===== src/hw/rtl/wrs_pkg.sv =====
// shared constants and controller/datapath interface types for the wide run suppressor
package wrs_pkg;

    localparam int RUN_DEPTH = 64;
    localparam int RUN_IDX_W = $clog2(RUN_DEPTH);
    localparam int RUN_LEN_W = $clog2(RUN_DEPTH + 1);

    localparam int PIX_W     = 8;
    localparam int CFG_W     = 7;
    localparam int CFG_IDX_W = 1;
    localparam int CMP_W     = (RUN_LEN_W > CFG_W) ? RUN_LEN_W : CFG_W;

    localparam logic [CFG_IDX_W-1:0] REG_FILTER_ENABLE = 1'd0;
    localparam logic [CFG_IDX_W-1:0] REG_MAX_RUN_WIDTH = 1'd1;

    localparam logic [CFG_W-1:0] MAX_RUN_WIDTH_RST = 7'd16;

    typedef struct packed {
        logic take;
        logic read;
        logic emit_replay;
        logic emit_final;
    } dp_cmd_t;

    typedef struct packed {
        logic plan_out;
        logic plan_replay;
        logic replay_last;
        logic out_free;
    } dp_sts_t;

endpackage


===== src/hw/rtl/wide_run_suppressor.sv =====
// top level of the wide run suppressor
//
// Pixel stream filter that zeroes runs of nonzero pixels reaching max_run_width along a row.
// A pixel that only extends a short run is accepted and gives no result. A pixel closing a
// run of held pixels is accepted, then each held pixel is read from the 64 x 8 run buffer
// (registered read) and output, then the final result, each waiting for a free output
// register; an unheld pixel goes straight to its final result. The output register lets the
// next input beat in while the last result still waits. Config writes are taken every cycle.
module wide_run_suppressor (
    input  logic                            clk,
    input  logic                            rst_n,
    input  logic                            cfg_valid,
    output logic                            cfg_ready,
    input  logic [wrs_pkg::CFG_IDX_W-1:0]   cfg_index,
    input  logic [wrs_pkg::CFG_W-1:0]       cfg_data,
    input  logic                            s_tvalid,
    output logic                            s_tready,
    input  logic [wrs_pkg::PIX_W-1:0]       s_tdata,   // [7:0] pixel_in
    input  logic                            s_tlast,   // row_end
    output logic                            m_tvalid,
    input  logic                            m_tready,
    output logic [wrs_pkg::PIX_W-1:0]       m_tdata,   // [7:0] pixel_out
    output logic                            m_tuser,   // [0] burst_last
    output logic                            m_tlast    // row_end_out
);

    wrs_pkg::dp_cmd_t cmd;
    wrs_pkg::dp_sts_t sts;

    assign cfg_ready = 1'b1;
    assign s_tready  = cmd.take;

    wrs_ctrl u_ctrl (
        .clk      (clk),
        .rst_n    (rst_n),
        .in_valid (s_tvalid),
        .sts      (sts),
        .cmd      (cmd)
    );

    wrs_datapath u_dp (
        .clk            (clk),
        .rst_n          (rst_n),
        .cfg_valid      (cfg_valid),
        .cfg_index      (cfg_index),
        .cfg_data       (cfg_data),
        .in_valid       (s_tvalid),
        .in_pix         (s_tdata),
        .in_last        (s_tlast),
        .out_ready      (m_tready),
        .out_valid      (m_tvalid),
        .out_pix        (m_tdata),
        .out_burst_last (m_tuser),
        .out_row_end    (m_tlast),
        .cmd            (cmd),
        .sts            (sts)
    );

endmodule


===== src/hw/rtl/wrs_ram.sv =====
// generic single write port, single read port ram with registered read
module wrs_ram #(
    parameter int WIDTH = 8,
    parameter int DEPTH = 64
) (
    input  logic                     clk,
    input  logic                     wr_en,
    input  logic [$clog2(DEPTH)-1:0] wr_addr,
    input  logic [WIDTH-1:0]         wr_data,
    input  logic                     rd_en,
    input  logic [$clog2(DEPTH)-1:0] rd_addr,
    output logic [WIDTH-1:0]         rd_data
);

    logic [WIDTH-1:0] mem [DEPTH];
    logic [WIDTH-1:0] rd_data_reg;

    always_ff @(posedge clk)
    begin
        if (wr_en)
        begin
            mem[wr_addr] <= wr_data;
        end
        if (rd_en)
        begin
            rd_data_reg <= mem[rd_addr];
        end
    end

    assign rd_data = rd_data_reg;

endmodule


===== src/hw/rtl/wrs_ctrl.sv =====
// sequencer for the wide run suppressor: accept, replay of held pixels, final result
module wrs_ctrl (
    input  logic             clk,
    input  logic             rst_n,
    input  logic             in_valid,
    input  wrs_pkg::dp_sts_t sts,
    output wrs_pkg::dp_cmd_t cmd
);

    typedef enum logic [3:0] {
        ST_IDLE  = 4'b0001,
        ST_READ  = 4'b0010,
        ST_EMIT  = 4'b0100,
        ST_FINAL = 4'b1000
    } state_t;

    state_t state_reg, state_next;

    always_ff @(posedge clk or negedge rst_n)
    begin
        if (!rst_n)
        begin
            state_reg <= ST_IDLE;
        end
        else
        begin
            state_reg <= state_next;
        end
    end

    always_comb
    begin
        state_next = state_reg;
        cmd        = '0;
        unique case (state_reg)
            ST_IDLE:
            begin
                cmd.take = 1'b1;
                if (in_valid && sts.plan_out)
                begin
                    state_next = sts.plan_replay ? ST_READ : ST_FINAL;
                end
            end
            ST_READ:
            begin
                cmd.read   = 1'b1;
                state_next = ST_EMIT;
            end
            ST_EMIT:
            begin
                if (sts.out_free)
                begin
                    cmd.emit_replay = 1'b1;
                    state_next      = sts.replay_last ? ST_FINAL : ST_READ;
                end
            end
            ST_FINAL:
            begin
                if (sts.out_free)
                begin
                    cmd.emit_final = 1'b1;
                    state_next     = ST_IDLE;
                end
            end
            default:
            begin
                state_next = ST_IDLE;
            end
        endcase
    end

endmodule


===== src/hw/rtl/wrs_datapath.sv =====
// run tracking, run buffer, config registers and output register
module wrs_datapath (
    input  logic                            clk,
    input  logic                            rst_n,
    input  logic                            cfg_valid,
    input  logic [wrs_pkg::CFG_IDX_W-1:0]   cfg_index,
    input  logic [wrs_pkg::CFG_W-1:0]       cfg_data,
    input  logic                            in_valid,
    input  logic [wrs_pkg::PIX_W-1:0]       in_pix,
    input  logic                            in_last,
    input  logic                            out_ready,
    output logic                            out_valid,
    output logic [wrs_pkg::PIX_W-1:0]       out_pix,
    output logic                            out_burst_last,
    output logic                            out_row_end,
    input  wrs_pkg::dp_cmd_t                cmd,
    output wrs_pkg::dp_sts_t                sts
);

    logic                            filter_enable_reg;
    logic [wrs_pkg::CFG_W-1:0]       max_run_width_reg;
    logic [wrs_pkg::RUN_LEN_W-1:0]   run_length_reg, run_length_next;

    logic [wrs_pkg::RUN_IDX_W-1:0]   cnt_reg, cnt_next;
    logic                            zero_reg, zero_next;
    logic [wrs_pkg::PIX_W-1:0]       final_pix_reg, final_pix_next;
    logic                            last_reg;
    logic [wrs_pkg::RUN_IDX_W-1:0]   idx_reg;

    logic                            out_valid_reg;
    logic [wrs_pkg::PIX_W-1:0]       out_pix_reg;
    logic                            out_burst_reg;
    logic                            out_row_end_reg;

    logic                            accept;
    logic                            plan_out;
    logic                            buf_wr;
    logic [wrs_pkg::PIX_W-1:0]       rd_data;
    logic [wrs_pkg::CMP_W-1:0]       mrw_ext, thr, rl_ext, grow_ext;
    logic                            rl_sat;
    logic [wrs_pkg::RUN_IDX_W-1:0]   rl_idx;

    assign accept = in_valid && cmd.take;
    assign rl_sat = run_length_reg >= wrs_pkg::RUN_LEN_W'(wrs_pkg::RUN_DEPTH);
    assign rl_idx = run_length_reg[wrs_pkg::RUN_IDX_W-1:0];

    // effective threshold, clamped to 1 .. buffer depth
    assign mrw_ext  = wrs_pkg::CMP_W'(max_run_width_reg);
    assign rl_ext   = wrs_pkg::CMP_W'(run_length_reg);
    assign grow_ext = rl_ext + wrs_pkg::CMP_W'(1);

    always_comb
    begin
        priority if (mrw_ext == '0)
        begin
            thr = wrs_pkg::CMP_W'(1);
        end
        else if (mrw_ext > wrs_pkg::CMP_W'(wrs_pkg::RUN_DEPTH))
        begin
            thr = wrs_pkg::CMP_W'(wrs_pkg::RUN_DEPTH);
        end
        else
        begin
            thr = mrw_ext;
        end
    end

    // plan for the input beat: held pixels to replay, then one final result, or no result
    always_comb
    begin
        plan_out        = 1'b1;
        buf_wr          = 1'b0;
        cnt_next        = rl_sat ? '0 : rl_idx;
        zero_next       = 1'b0;
        final_pix_next  = in_pix;
        run_length_next = '0;
        priority if (!filter_enable_reg)
        begin
            run_length_next = '0;
        end
        else if (in_pix != '0)
        begin
            if (rl_sat)
            begin
                final_pix_next  = '0;
                run_length_next = run_length_reg;
            end
            else
            begin
                buf_wr = 1'b1;
                if (grow_ext >= thr)
                begin
                    zero_next       = 1'b1;
                    final_pix_next  = '0;
                    run_length_next = wrs_pkg::RUN_LEN_W'(wrs_pkg::RUN_DEPTH);
                end
                else if (!in_last)
                begin
                    plan_out        = 1'b0;
                    run_length_next = grow_ext[wrs_pkg::RUN_LEN_W-1:0];
                end
            end
        end
        else
        begin
            // a run ended by background, zeroed if the threshold fell to or below its length
            zero_next       = rl_ext >= thr;
            final_pix_next  = '0;
            run_length_next = '0;
        end
        if (in_last)
        begin
            run_length_next = '0;
        end
    end

    always_ff @(posedge clk or negedge rst_n)
    begin
        if (!rst_n)
        begin
            filter_enable_reg <= 1'b1;
            max_run_width_reg <= wrs_pkg::MAX_RUN_WIDTH_RST;
            run_length_reg    <= '0;
            out_valid_reg     <= 1'b0;
        end
        else
        begin
            if (cfg_valid)
            begin
                if (cfg_index == wrs_pkg::REG_FILTER_ENABLE)
                begin
                    filter_enable_reg <= cfg_data[0];
                end
                else if (cfg_index == wrs_pkg::REG_MAX_RUN_WIDTH)
                begin
                    max_run_width_reg <= cfg_data;
                end
            end
            if (accept)
            begin
                run_length_reg <= run_length_next;
            end
            if (cmd.emit_replay || cmd.emit_final)
            begin
                out_valid_reg <= 1'b1;
            end
            else if (out_ready)
            begin
                out_valid_reg <= 1'b0;
            end
        end
    end

    always_ff @(posedge clk)
    begin
        if (accept)
        begin
            cnt_reg       <= cnt_next;
            zero_reg      <= zero_next;
            final_pix_reg <= final_pix_next;
            last_reg      <= in_last;
            idx_reg       <= '0;
        end
        else if (cmd.emit_replay)
        begin
            idx_reg <= idx_reg + wrs_pkg::RUN_IDX_W'(1);
        end
        if (cmd.emit_replay)
        begin
            out_pix_reg     <= zero_reg ? '0 : rd_data;
            out_burst_reg   <= 1'b0;
            out_row_end_reg <= 1'b0;
        end
        else if (cmd.emit_final)
        begin
            out_pix_reg     <= final_pix_reg;
            out_burst_reg   <= 1'b1;
            out_row_end_reg <= last_reg;
        end
    end

    wrs_ram #(
        .WIDTH (wrs_pkg::PIX_W),
        .DEPTH (wrs_pkg::RUN_DEPTH)
    ) u_run_buf (
        .clk     (clk),
        .wr_en   (accept && buf_wr),
        .wr_addr (rl_idx),
        .wr_data (in_pix),
        .rd_en   (cmd.read),
        .rd_addr (idx_reg),
        .rd_data (rd_data)
    );

    assign sts.plan_out    = plan_out;
    assign sts.plan_replay = cnt_next != '0;
    assign sts.replay_last = idx_reg == (cnt_reg - wrs_pkg::RUN_IDX_W'(1));
    assign sts.out_free    = !out_valid_reg || out_ready;

    assign out_valid      = out_valid_reg;
    assign out_pix        = out_pix_reg;
    assign out_burst_last = out_burst_reg;
    assign out_row_end    = out_row_end_reg;

    a_run_len_range: assert property (@(posedge clk) disable iff (!rst_n)
        run_length_reg <= wrs_pkg::RUN_LEN_W'(wrs_pkg::RUN_DEPTH))
        else $error("run length beyond buffer depth");

    a_emit_needs_slot: assert property (@(posedge clk) disable iff (!rst_n)
        (cmd.emit_replay || cmd.emit_final) |-> sts.out_free)
        else $error("result loaded while output register is occupied");

    a_emit_exclusive: assert property (@(posedge clk) disable iff (!rst_n)
        !(cmd.emit_replay && cmd.emit_final))
        else $error("replay and final result loaded together");

    a_row_end_clears: assert property (@(posedge clk) disable iff (!rst_n)
        (accept && in_last) |=> run_length_reg == '0)
        else $error("run state not cleared after row end");

endmodule

===== config.mk =====
export PLATFORM = sky130hd
export DESIGN_NAME = wide_run_suppressor
export DESIGN_NICKNAME = d
export VERILOG_FILES = /design/src/hw/rtl/wrs_pkg.sv /design/src/hw/rtl/wide_run_suppressor.sv /design/src/hw/rtl/wrs_ram.sv /design/src/hw/rtl/wrs_ctrl.sv /design/src/hw/rtl/wrs_datapath.sv
export SDC_FILE = /design/constraint.sdc
export NUM_CORES = 1
export LEC_CHECK = 0
export ABC_AREA = 1
export CORE_ASPECT_RATIO = 1.4
export CORE_MARGIN = 1
export CORE_UTILIZATION = 30
export CTS_CLUSTER_DIAMETER = 50
export DETAILED_ROUTE_END_ITERATION = 7
export DONT_BUFFER_PORTS = 1
export MAX_ROUTING_LAYER = met4
export PLACE_DENSITY = 0.41
export SYNTH_ARGS = -nofsm -noshare
export SYNTH_HDL_FRONTEND = slang
export SYNTH_HIERARCHICAL = 1
export SYNTH_SLANG_ARGS = --single-unit

===== constraint.sdc =====
create_clock -name clk -period 8.6 [get_ports clk]
set_input_delay 0.43 -clock clk [delete_from_list [all_inputs] [get_ports clk]]
set_output_delay 0.43 -clock clk [all_outputs]
set_load 0.03 [all_outputs]

==> summary.md, run 1 <==
| Metric | Value |
|---|---|
| Status | completed |
| Clk sinks | 572 |
| Fin Hold WS | 0.05432 ns |
| Critical Path, Cell by Cell | inv_1, nor2_1, nand2_1, clkinv_2, nand2_1, inv_2, nand3_1, nor2_1, nand4_1, nor2_1 |
| P_sw | 1.904 mW |
| XOR/XNOR Fraction of Synth Area | 0.003230 |
| CTS Buf Count | 57 |
| Compound-Gate Fraction of Synth Area | 0.009126 |
| Largest register FFs | 512 |
| Final Hold Fails | 0 |
| Clock Path Buffers | 3 |
| Initial antenna violation count | 0 |
| Most Frequent Cell on Critical Path | nor2_1 |
| Sequential fraction of design power | 0.482 |
| Remaining Overflow, GRT | 0 |
| Nets | 2193 |
| Final Instance Count excl. Fillers | 3259 |
| CTS resizes | 0 |
| Largest net degree at the start of global routing | 103 |
| HPWL after DPL | 41.88 mm |
| Clk pwr share | 0.370 |
| Vias | 15877 |
| Worst path top cell family by delay | simple AND/OR/NAND/NOR gates |
| PwrDens | 247.9 nW/um^2 |
| Crit path max fanout | 21 |
| Max frequency | 223.3 MHz |
| Hold WC Path Type | primary input to register |
| Initial DRC Count | 1135 |
| Boundary pin count | 35 |
| Initial Utilization | 0.3032 |
| Avg Cell Area, Syn | 11.23 um^2 |
| Logic pwr share | 0.148 |
| Kind of critical path | register to register |
| Final setup fails | 0 |
| Routed vias/inst | 4.872 |
| Global placer's final weighted congestion | 0.7979 |
| Crit path launch type | register |
| CP endpoint kind | register |
| Syn_nets | 2214 |
| WL/cell | 22.22 um |
| Clock latency on the worst-skew pair | 0.63 ns |
| Antenna diodes | 0 |
| Peak supply drop | 0.0001720 V |
| Synth area leader | edfxtp_1 |
| GRT Overall Usage | 0.1803 |
| Synth cell types | 40 |
| Synth Register Bits | 572 |
| Top post-synthesis cells by area | edfxtp_1, nand2_1, nand3_1 |
| First-pass GRT wire length | 106.3 mm |
| Power Internal | 4.849 mW |
| Placed cell count | 3137 |
| Simple-gate share of the synthesized area | 0.2344 |
| Adder-Cell Fraction of Synth Area | 0.009228 |
| CTS root buffer | clkbuf_16 |
| Most common cell after layout, fill and taps aside | nand2_1 |
| Core area | 80490 um^2 |
| Worst reg2reg path depth | 10 |
| FF-to-FF setup slack | 4.12 ns |
| Port bufs | 0 |
| Final ANT Viol Nets | 0 |
| Largest reg by FF count | u_dp/u_run_buf/mem |
| CP required | 8.85 ns |
| Crit-path max cell delay | 0.95 ns |
| Sw Share | 0.2820 |
| Max-slew violation count | 0 |
| Arr. time, crit path | 4.73 ns |
| Synth top area share | 0.6694 |
| TNS Setup | 0 ns |
| Min-Delay Path Depth | 3 |
| Number of global-route vias before repair | 16288 |
| Layout cells sized above 1 | 0.06554 |
| Worst r2r dst | u_dp/u_run_buf/mem[59][5] |
| Drt total wl | 72.42 mm |
| Sequential fraction of the synthesis area | 0.6966 |
| RSZ-0062 raised after global routing | no |
| Most frequent cells in the layout | nand2_1, edfxtp_1, nand3_1 |
| Mux contribution to synthesized area | 0.001384 |
| Max Cap Viol | 0 |
| Synth Cell Area | 24400 um^2 |
| Worst r2r src | u_ctrl/state_reg[0] |
| Largest family of logic cells by synthesized area | simple AND/OR/NAND/NOR gates |
| Rows | 123 |
| DR DRC count | 0 |
| Worst path bufs/invs | 3 |
| Hold Path Sink | u_dp/out_valid |
| Minimum clock period | 4.478 ns |
| Worst slew pin tran | 1.247 ns |
| Cells after Synth | 2174 |
| H-tree Lvls | 2 |
| Slew margin rel. | 0.1685 |
| Clock slew at reported path FFs | 0.06 ns |
| Synthesis-to-finish area growth | 11.59% |
| CTS tree | built |
| Die area | 82510 um^2 |
| Worst Skew | 0.02548 ns |
| Tcrit/Tclk final | 0.5207 |
| 1st-pass router iterations | 5 |
| Die Span Y | 339.5 um |
| Leak | 9.789 nW |
| CP max-delay cell | nand4_1 |
| Chip Width | 243.1 um |
| YS warnings | 6 |
| Hold path startpoint | m_tready |
==> through the flow <==
| step | instance area [um^2] | worst slack [ns] | util | total power [mW] |
|---|---|---|---|---|
| final | 27230 | 4.122 | 0.3384 | 6.753 |
| after global routing | 27230 | 3.875 | 0.3384 | 7.042 |
| after CTS | 27230 | 4.063 | 0.3384 | 6.845 |
| after detailed placement | 25060 | 4.061 | 0.3113 | 4.255 |
| after global placement | 25060 | 4.129 | 0.3113 | 4.253 |
| after floorplan | 24400 | 5.230 | - | 3.999 |
==> worst max path at each step <==
stage	start	to	slack, ns	cells after the start
4_1_cts	u_ctrl/state_reg[0]	u_dp/u_run_buf/mem[59][7]	4.06	10
2_1_floorplan	u_ctrl/state_reg[0]	u_dp/u_run_buf/mem[48][0]	5.23	11
5_1_grt	u_ctrl/state_reg[0]	u_dp/u_run_buf/mem[59][5]	3.88	10
3_5_place_dp	u_ctrl/state_reg[0]	u_dp/u_run_buf/mem[59][6]	4.06	10
6_report	u_ctrl/state_reg[0]	u_dp/u_run_buf/mem[59][5]	4.12	10
3_3_place_gp	u_ctrl/state_reg[0]	u_dp/u_run_buf/mem[59][2]	4.13	10
==> worst min-delay path: cells and delay by family <==
kind	cells	cell delay, ns
buffers and inverters	1	0.03
and+or+nand+nor	2	0.18
==> synthesized netlist by cell type <==
library cell,n
buf_8,2
a21oi_1,16
dfrtp_1,17
nand3_1,463
nor2_4,1
nand2_2,2
buf_1,10
nand4_1,14
nand3_2,1
clkinv_2,1
nor2_1,100
or2_2,2
o21ai_1,9
xnor2_1,5
nor3b_1,1
inv_1,61
dfxtp_1,8
inv_6,1
nand2_1,737
nor4_1,9
inv_2,5
o21a_1,1
a31oi_1,2
buf_2,41
ha_1,18
nor3_1,4
clkinv_1,1
edfxtp_1,544
o21ai_0,6
a21boi_1,4
conb_1,1
dfstp_2,3
or2_1,1
buf_6,35
xor2_1,4
o21ai_2,2
nor2_2,6
mux2_2,3
buf_4,17
clkbuf_1,16
==> final cells by class <==
cell class,count,area [um^2]
Timing Repair Buffer,41,495.5
Inverter,69,267.8
Multi-Input combinational cell,1412,6285
Fill cell,8026,53250
Clock buffer,68,1510
Sequential cell,572,17010
Tap cell,1062,1329
Clock inverter,35,337.8
==> power by group through the flow <==
stage / Sequential, mW / Clock, mW / Combinational, mW
final: 3.25 / 2.50 / 1.00
after global routing: 3.26 / 2.66 / 1.12
after CTS: 3.25 / 2.57 / 1.02
after detailed placement: 3.31 / 0 / 0.945
after global placement: 3.31 / 0 / 0.942
after floorplan: 3.26 / 0 / 0.735
==> what timing repair did <==
action | 4_1_cts | 5_1_grt
endpoints found under the hold margin | 541 | 0
endpoints found under the setup margin | 0 | 0
hold buffers | 19 | 0
buffers inserted | 0 | 0
==> kinds of logic (layout without fill, tap and decap cells) <==
group	Yosys count	after routing
flip-flops	572	572
AND/OR/NAND/NOR	1341	1341
adder cells (fa/ha/maj)	18	18
multiplexers	3	3
other	1	1
AO/OA/AOI/OAI	40	40
XOR/XNOR	9	9
buffers and inverters	190	213
==> layer usage <==
layer	vias to the layer above	GRT usage	wire, um
met4	0	0.06342	2439
met2	342	0.3230	38220
met3	120	0.02245	2652
met1	7915	0.2054	29110
met5	-	-	0
li1	7500	-	-
(Power assumes the default switching activity.)
==> run 2, diff against run 1 <==
PLACE_DENSITY = 0.42   (was 0.41)
clock period = 4.1 ns   (was 8.6 ns; I/O delays follow)
==> summary.md, run 2 (synthesis gave the netlist of run 1 again) <==
| Metric | Value |
|---|---|
| Hold path startpoint | cfg_index (was m_tready) |
| Minimum clock period | 3.622 ns (was 4.478 ns) |
| Clock latency on the worst-skew pair | 0.63 ns (about the same) |
| Hold Path Sink | u_dp/max_run_width_reg[2] (was u_dp/out_valid) |
| HPWL after DPL | 42.58 mm (was 41.88 mm) |
| Initial antenna violation count | 5 (was 0) |
| Initial DRC Count | 1209 (was 1135) |
| Initial Utilization | 0.3032 (unchanged) |
| Largest net degree at the start of global routing | 177 (was 103) |
| Final Instance Count excl. Fillers | 3309 (was 3259) |
| GRT Overall Usage | 0.1812 (was 0.1803) |
| CTS root buffer | clkbuf_16 (unchanged) |
| H-tree Lvls | 2 (unchanged) |
| Layout cells sized above 1 | 0.07551 (was 0.06554) |
| Drt total wl | 72.80 mm (was 72.42 mm) |
| TNS Setup | 0 ns (unchanged) |
| Leak | 10.02 nW (was 9.789 nW) |
| First-pass GRT wire length | 106.6 mm (was 106.3 mm) |
| Placed cell count | 3151 (was 3137) |
| Critical Path, Cell by Cell | inv_1, nor2_1, nand2_1, clkinv_2, nand2_1, inv_2, nand3_1, nor2_1, nand4_1, buf_4, nor2_1 (was inv_1, nor2_1, nand2_1, clkinv_2, nand2_1, inv_2, nand3_1, nor2_1, nand4_1, nor2_1) |
| PwrDens | 529.0 nW/um^2 (was 247.9 nW/um^2) |
| CTS Buf Count | 59 (was 57) |
| Final Hold Fails | 0 (unchanged) |
| Worst reg2reg path depth | 11 (was 10) |
| CP required | 4.36 ns (was 8.85 ns) |
| Die Span Y | 339.5 um (unchanged) |
| 1st-pass router iterations | 6 (was 5) |
| Largest register FFs | 512 (unchanged) |
| Area of the multi-input gates | 6285 um^2 (unchanged) |
| Most frequent cells in the layout | nand2_1, edfxtp_1, nand3_1 (unchanged) |
| Tcrit/Tclk final | 0.8835 (was 0.5207) |
| Rows | 123 (unchanged) |
| Routed vias/inst | 4.830 (was 4.872) |
| Worst r2r src | u_ctrl/state_reg[0] (unchanged) |
| RSZ-0062 raised after global routing | no (unchanged) |
| Remaining Overflow, GRT | 0 (unchanged) |
| Status | completed (unchanged) |
| Sequential cell area | 17010 um^2 (unchanged) |
| Vias | 15982 (was 15877) |
| Arr. time, crit path | 3.89 ns (was 4.73 ns) |
| Max-slew violation count | 0 (unchanged) |
| CTS tree | built (unchanged) |
| Number of global-route vias before repair | 16350 (was 16288) |
| CP endpoint kind | register (unchanged) |
| Port bufs | 0 (unchanged) |
| Kind of critical path | register to register (unchanged) |
| Nets | 2227 (was 2193) |
| Worst Skew | 0.01525 ns (was 0.02548 ns) |
| Worst slew pin tran | 1.191 ns (was 1.247 ns) |
| Boundary pin count | 35 (unchanged) |
| Hold WC Path Type | primary input to register (unchanged) |
| Synthesis-to-finish area growth | 13.86% (was 11.59%) |
| Most common cell after layout, fill and taps aside | nand2_1 (unchanged) |
| Layout fillers | 8058 (was 8026) |
| Core area | 80490 um^2 (unchanged) |
| Clock Path Buffers | 3 (unchanged) |
| Global placer's final weighted congestion | 0.8178 (was 0.7979) |
| Final ANT Viol Nets | 0 (unchanged) |
| DR DRC count | 0 (unchanged) |
| Final setup fails | 0 (unchanged) |
| Min-Delay Path Depth | 2 (was 3) |
| Most Frequent Cell on Critical Path | nor2_1 (unchanged) |
| Max Cap Viol | 0 (unchanged) |
| Peak supply drop | 0.0004287 V (was 0.0001720 V) |
| Clock slew at reported path FFs | 0.06 ns (about the same) |
| Crit path max fanout | 9 (was 21) |
| WL/cell | 22.00 um (was 22.22 um) |
| Die area | 82510 um^2 (unchanged) |
| Slew margin rel. | 0.2054 (was 0.1685) |
| Max frequency | 276.1 MHz (was 223.3 MHz) |
| Largest reg by FF count | u_dp/u_run_buf/mem (unchanged) |
| Worst r2r dst | u_dp/u_run_buf/mem[12][4] (was u_dp/u_run_buf/mem[59][5]) |
| Crit-path max cell delay | 0.70 ns (was 0.95 ns) |
| Chip Width | 243.1 um (unchanged) |
| CP max-delay cell | nor2_1 (was nand4_1) |
| Crit path launch type | register (unchanged) |
| Clk sinks | 572 (unchanged) |
| FF-to-FF setup slack | 0.48 ns (was 4.12 ns) |
==> run 2: report_power, final <==
part           switching, mW  internal, mW
registers              0.211          6.60
logic                   1.62         0.622
clock network           2.35          3.30
total                   4.18          10.5
==> run 2: worst max path at each step <==
stage	start	to	cells after the start
after floorplan	u_ctrl/state_reg[0]	u_dp/u_run_buf/mem[48][0]	11
after global placement	u_ctrl/state_reg[0]	u_dp/u_run_buf/mem[12][5]	11
after detailed placement	u_ctrl/state_reg[0]	u_dp/u_run_buf/mem[20][3]	11
after CTS	u_ctrl/state_reg[0]	u_dp/u_run_buf/mem[12][4]	11
after global routing	u_ctrl/state_reg[0]	u_dp/u_run_buf/mem[20][4]	11
final	u_ctrl/state_reg[0]	u_dp/u_run_buf/mem[12][4]	11
==> run 2: cell type report <==
type / count / share of cell area
timing repair buffer: 73 / 0.03035
clock buffer: 70 / 0.05462
multi-input combinational: 1412 / 0.2262
sequential: 572 / 0.6121
antenna: 9 / 0.0008105
clock inverter: 42 / 0.01846
inverter: 69 / 0.009636
tap: 1062 / 0.04782
==> run 2: routing by layer <==
layer  vias up  global-route usage  share of wire
met4         0             0.07770          0.035
met5         -                   -              0
met3       135             0.02949          0.041
met2       345              0.3208           0.53
met1      7913              0.1998           0.40
li1       7589                   -              -
==> run 2: what timing repair did <==
| action | in CTS | in global routing |
|---|---|---|
| setup buffers | 0 | 0 |
| hold endpoints to repair | 564 | 0 |
| resized for setup | 0 | 0 |
| hold buffers | 37 | 0 |
==> run 2: through the flow <==
stage / hold WS (ns) / setup slack (ns) / util / area, um^2 / total power, mW
floorplan: -0.09059 / 0.7297 / - / 24400 / 8.389
global placement: -0.08999 / 0.5004 / 0.3134 / 25220 / 9.006
CTS: 0.02230 / 0.4748 / 0.3449 / 27760 / 14.87
detailed placement: -0.08999 / 0.4649 / 0.3134 / 25220 / 8.996
global route: 0.06449 / 0.2988 / 0.3452 / 27790 / 15.29
finish: 0.06420 / 0.4776 / 0.3452 / 27790 / 14.70
==> run 2: critical path: cells and delay by family, from the launching register on <==
family | cells | cell delay, ns
simple gates | 7 | 2.10
flops | 1 | 0.53
buf+inv | 4 | 0.60
